--- config.mk ---
export PLATFORM = sky130hd
export DESIGN_NAME = mlsc_transition
export DESIGN_NICKNAME = d
export VERILOG_FILES = /design/src/hdl/mlsc_pkg.sv /design/src/hdl/mlsc_transition.sv
export SDC_FILE = /design/constraint.sdc
export NUM_CORES = 1
export LEC_CHECK = 0
export BUFFER_PORTS_ARGS = -buffer_cell sky130_fd_sc_hd__buf_2
export CORE_AREA = 2 2 39 41
export DETAILED_ROUTE_END_ITERATION = 12
export DIE_AREA = 0 0 41 43
export SYNTH_ARGS = -nofsm -noshare
export SYNTH_HDL_FRONTEND = slang
export SYNTH_SLANG_ARGS = --single-unit
--- constraint.sdc ---
create_clock -name vclk -period 1.48
set_clock_uncertainty 0.2 [all_clocks]
set_input_delay 0.148 -clock vclk [all_inputs]
set_output_delay 0.148 -clock vclk [all_outputs]
set_load 0.05 [all_outputs]
--- src/hdl/mlsc_pkg.sv ---
// Shared types and codes of the MESI line state controller.
package mlsc_pkg;

	localparam int unsigned LINES_DEFAULT = 1024;
	localparam int unsigned OP_W          = 3;
	localparam int unsigned LINE_W        = 10;
	localparam int unsigned NODE_W        = 4;
	localparam int unsigned STATE_W       = 3;
	localparam int unsigned REQ_W         = 2;

	typedef enum logic [OP_W-1:0] {
		OP_LOAD  = 3'd0,
		OP_STORE = 3'd1,
		OP_GETS  = 3'd2,
		OP_GETM  = 3'd3,
		OP_DATA  = 3'd4
	} op_t;

	typedef enum logic [STATE_W-1:0] {
		ST_I   = 3'd0,
		ST_S   = 3'd1,
		ST_E   = 3'd2,
		ST_M   = 3'd3,
		ST_IM  = 3'd4,
		ST_ISE = 3'd5,
		ST_SM  = 3'd6
	} line_state_t;

	typedef enum logic [REQ_W-1:0] {
		REQ_NONE = 2'd0,
		REQ_GETS = 2'd1,
		REQ_GETM = 2'd2
	} bus_req_t;

	typedef struct packed {
		logic [OP_W-1:0]   op;
		logic [LINE_W-1:0] line_index;
		logic [NODE_W-1:0] requester;
		logic              shared_in;
	} msg_t;

	// Actions of one transition, before the line echo is attached.
	typedef struct packed {
		logic [REQ_W-1:0]   bus_request;
		logic               data_to_proc;
		logic               data_on_bus;
		logic [NODE_W-1:0]  data_dest;
		logic               shared_assert;
		logic               miss;
		logic               silent_upgrade;
		logic               error;
		logic [STATE_W-1:0] next_state;
	} act_t;

	typedef struct packed {
		logic [LINE_W-1:0]  line_out;
		logic [REQ_W-1:0]   bus_request;
		logic               data_to_proc;
		logic               data_on_bus;
		logic [NODE_W-1:0]  data_dest;
		logic               shared_assert;
		logic               miss;
		logic               silent_upgrade;
		logic               error;
		logic [STATE_W-1:0] next_state;
	} resp_t;

endpackage

--- src/hdl/mlsc_transition.sv ---
// MESI transition logic for one message against one line state.
module mlsc_transition (
	input  logic [mlsc_pkg::STATE_W-1:0] cur,
	input  logic [mlsc_pkg::OP_W-1:0]    op,
	input  logic [mlsc_pkg::NODE_W-1:0]  requester,
	input  logic                         shared_in,
	output mlsc_pkg::act_t               act
);
	import mlsc_pkg::*;

	logic [STATE_W-1:0] cur_n;
	logic               is_store;

	// Treat an unused state code as Invalid.
	assign cur_n    = (cur > ST_SM) ? ST_I : cur;
	assign is_store = (op == OP_STORE);

	always_comb begin
		act            = '0;
		act.next_state = cur_n;
		if (op > OP_DATA) begin
			act.error = 1'b1;
		end else if (op == OP_LOAD || op == OP_STORE) begin
			case (cur_n)
				ST_I: begin
					act.bus_request = is_store ? REQ_GETM : REQ_GETS;
					act.next_state  = is_store ? ST_IM : ST_ISE;
					act.miss        = 1'b1;
				end
				ST_S: begin
					if (is_store) begin
						act.bus_request = REQ_GETM;
						act.next_state  = ST_SM;
						act.miss        = 1'b1;
					end else begin
						act.data_to_proc = 1'b1;
					end
				end
				ST_E: begin
					act.data_to_proc = 1'b1;
					if (is_store) begin
						act.next_state     = ST_M;
						act.silent_upgrade = 1'b1;
					end
				end
				ST_M: begin
					act.data_to_proc = 1'b1;
				end
				default: begin
					// processor request while a transient is outstanding
					act.error = 1'b1;
				end
			endcase
		end else begin
			case (cur_n)
				ST_I: begin
				end
				ST_S: begin
					if (op == OP_DATA) begin
						act.error = 1'b1;
					end else begin
						act.shared_assert = 1'b1;
						if (op == OP_GETM) begin
							act.next_state = ST_I;
						end
					end
				end
				ST_E, ST_M: begin
					if (op == OP_DATA) begin
						act.error = 1'b1;
					end else begin
						act.shared_assert = 1'b1;
						act.data_on_bus   = 1'b1;
						act.next_state    = (op == OP_GETS) ? ST_S : ST_I;
					end
				end
				ST_IM: begin
					if (op == OP_DATA) begin
						act.data_to_proc = 1'b1;
						act.next_state   = ST_M;
					end
				end
				ST_ISE: begin
					if (op == OP_DATA) begin
						act.data_to_proc = 1'b1;
						if (shared_in) begin
							act.shared_assert = 1'b1;
							act.next_state    = ST_S;
						end else begin
							act.next_state = ST_E;
						end
					end
				end
				default: begin
					// SM: a snooped GETM keeps the line in SM
					if (op == OP_DATA) begin
						act.data_to_proc = 1'b1;
						act.next_state   = ST_M;
					end else begin
						act.shared_assert = 1'b1;
					end
				end
			endcase
		end
		act.data_dest = act.data_on_bus ? requester : '0;
	end
endmodule

==> flow_metrics.tcl <==
set metrics [dict create \
    critPathCaptureType "output port" \
    power.density_mw_per_mm2 342.9 \
    gp_congestion 0.7633 \
    netlist_area_um2 416.7 \
    slowest_delay_ns 0.22 \
    wl_met1_um 618 \
    clkbuf_count 0 \
    syn_nets 81 \
    p_seq_share_pct 0 \
    die_y_um 43 \
    io_pins 26 \
    p_switching_uw 185.0 \
    p_int_uw 148.4 \
    start_util_pct 30.11 \
    slew_violations 0 \
    gr-total-overflow 0 \
    crit_arrival_ns 1.14 \
    wl_met2_um 902 \
    synth.distinct_cells 34 \
    dr.pass1.iters 4 \
    avgSynthCellArea_um2 5.952 \
    cp-start-kind "primary input" \
    path_buf_inv 3 \
    avgRoutedWirePerCell_um 13.14 \
    ir_worst_vdd_mv 0.2200 \
    via_per_inst 5.236 \
    grt_usage_pct 18.52 \
    rsz0062_at_grt "yes" \
    fin_nets 120 \
    seq_cell_count 0 \
    vias 644 \
    synth_area_leaders "a21oi_1 9.6%, buf_2 7.2%, nand2_1 7.2%, nor2_1 7.2%, and2_1 6.0%" \
    route.detailed.drc 0 \
    register_area_um2 0 \
    period_minus_slack_ns 1.493 \
    crit_start "op[2]" \
    critPathRequiredTime_ns 1.13 \
    synth_common_cells "8 x a21oi_1, 8 x nand2_1, 8 x nor2_1, 6 x buf_2" \
    total_power_uw 333.4 \
    p_leak_nw 0.4157 \
    dieArea_mm2 0.001763 \
    worst-path-max-fanout 7 \
    ant_nets 0 \
    antenna_cells 0 \
    antenna_found_initial 0 \
    maxClockFrequency_mhz 670.0 \
    first_global_vias 542 \
    highest_layer "met3" \
    yosysTopAreaCell "a21oi_1" \
    combPwrFrac_pct 100.0 \
    hold_viol_final 0 \
    place_hpwl_mm 1.129 \
    fin_crit_sh_pct 100.9 \
    yosysWarningCount 0 \
    crit_slowest_cell "nor3b_1" \
    wl_met3_um 94 \
    hp-class "in2out" \
    failed_checks "setup timing" \
    finalSetupViolCount 1 \
    worstMarginPinSlew_ns 0.3165 \
    min-delay-start "cur[0]" \
    layout-drive-gt1-share_pct 69.16 \
    crit_chain "buf_8 > buf_4 > nor3b_1 > a31oi_1 > o22a_1 > nor2_4 > buf_6" \
    critPathTopFamily "buffers and inverters" \
    syn-instance-count 70 \
    grt_max_degree 14 \
    seq_area_frac_synth_pct 0 \
    max_cap_viol_count 0 \
    hold_ws_ns 0.4849 \
    p_sw_share_pct 55.48 \
    max-slew-margin-rel_pct 78.90 \
    portBuffers 26 \
    die_w_um 41 \
    finalWorstSetupSlack_ns -0.01263 \
    wl_mm 1.616 \
    drt_iter0_drc 9 \
    status "finished, violations left" \
    syn_to_final_growth_pct 133.3 \
    fillers 119 \
    grt_pass1_wl_mm 2.387 \
    synth_top_area_share_pct 9.610 \
    num_rows 14 \
    place_inst 123 \
    coreArea_mm2 0.001384 \
    p_clk_share_pct 0 \
    critPathKind "in2out" \
    layout.cells.non_filler 123 \
]
power groups by stage:
stage	clock, mW	sequential, mW	combinational [mW]
finish	0	0	0.333
detailed placement	0	0	0.264
floorplan	0	0	0.186
global route	0	0	0.353
global placement	0	0	0.263
CTS	0	0	0.312
cells by family (layout without fill, tap and decap cells):
family | count (synthesis) | in the layout | synth area share (%)
simple gates | 37 | 37 | 50.15
compound gates | 22 | 22 | 33.64
buf+inv | 9 | 46 | 11.71
xor+xnor | 1 | 1 | 2.102
mux | 1 | 1 | 2.402
path summary, 6_finish.rpt:
| check | endpoint | slack [ns] | depth (start not counted) |
|---|---|---|---|
| setup / recovery | act[12] | -0.01 | 7 |
| hold / removal | act[4] | 0.48 | 3 |
per-layer routing:
metal	track usage, %	up-vias
met5	0	-
met4	0	0
met3	0	0
met2	30.31	22
met1	28.03	300
li1	-	322
repair_timing:
item	CTS	global route
endpoints found under the setup margin	12	13
endpoints found under the hold margin	0	0
setup buffers	0	0
pin swaps	4	0
gates resized for setup	30	23
hold buffers	0	0
area by class of cell:
class | instances | area (um^2) | share of cell area (%)
tap | 16 | 20.02 | 2.059
timing repair buffer | 44 | 382.9 | 39.38
multi-input combinational | 61 | 561.8 | 57.79
inverter | 2 | 7.507 | 0.7722
cell usage in the layout (no fill, tap or decap), types with 2 or more instances in the layout:
master    synthesis  final
buf_2             6      9
buf_8             0      2
a21oi_1           8      7
buf_6             1      6
nand2b_1          4      2
nor2_4            0      3
buf_4             0     19
buf_12            0      3
o21ai_0           4      3
nand2_1           8      6
clkbuf_4          0      5
nor2_2            1      3
nor2_1            8      3
and2_4            0      4
nand2b_4          0      3
stage by stage:
| stage | util [%] | setup WS (ns) | setup TNS [ns] | instance area (um^2) |
|---|---|---|---|---|
| after floorplan | - | -0.08859 | -0.2226 | 516.7 |
| after global placement | 54.97 | -0.1384 | -0.8090 | 760.7 |
| after detailed placement | 54.97 | -0.1497 | -0.9109 | 760.7 |
| after CTS | 64.83 | 0.0006992 | 0 | 897.1 |
| after global routing | 70.25 | -0.03563 | -0.07632 | 972.2 |
| final | 70.25 | -0.01263 | -0.01263 | 972.2 |
Power figures use the tool's default switching activity.
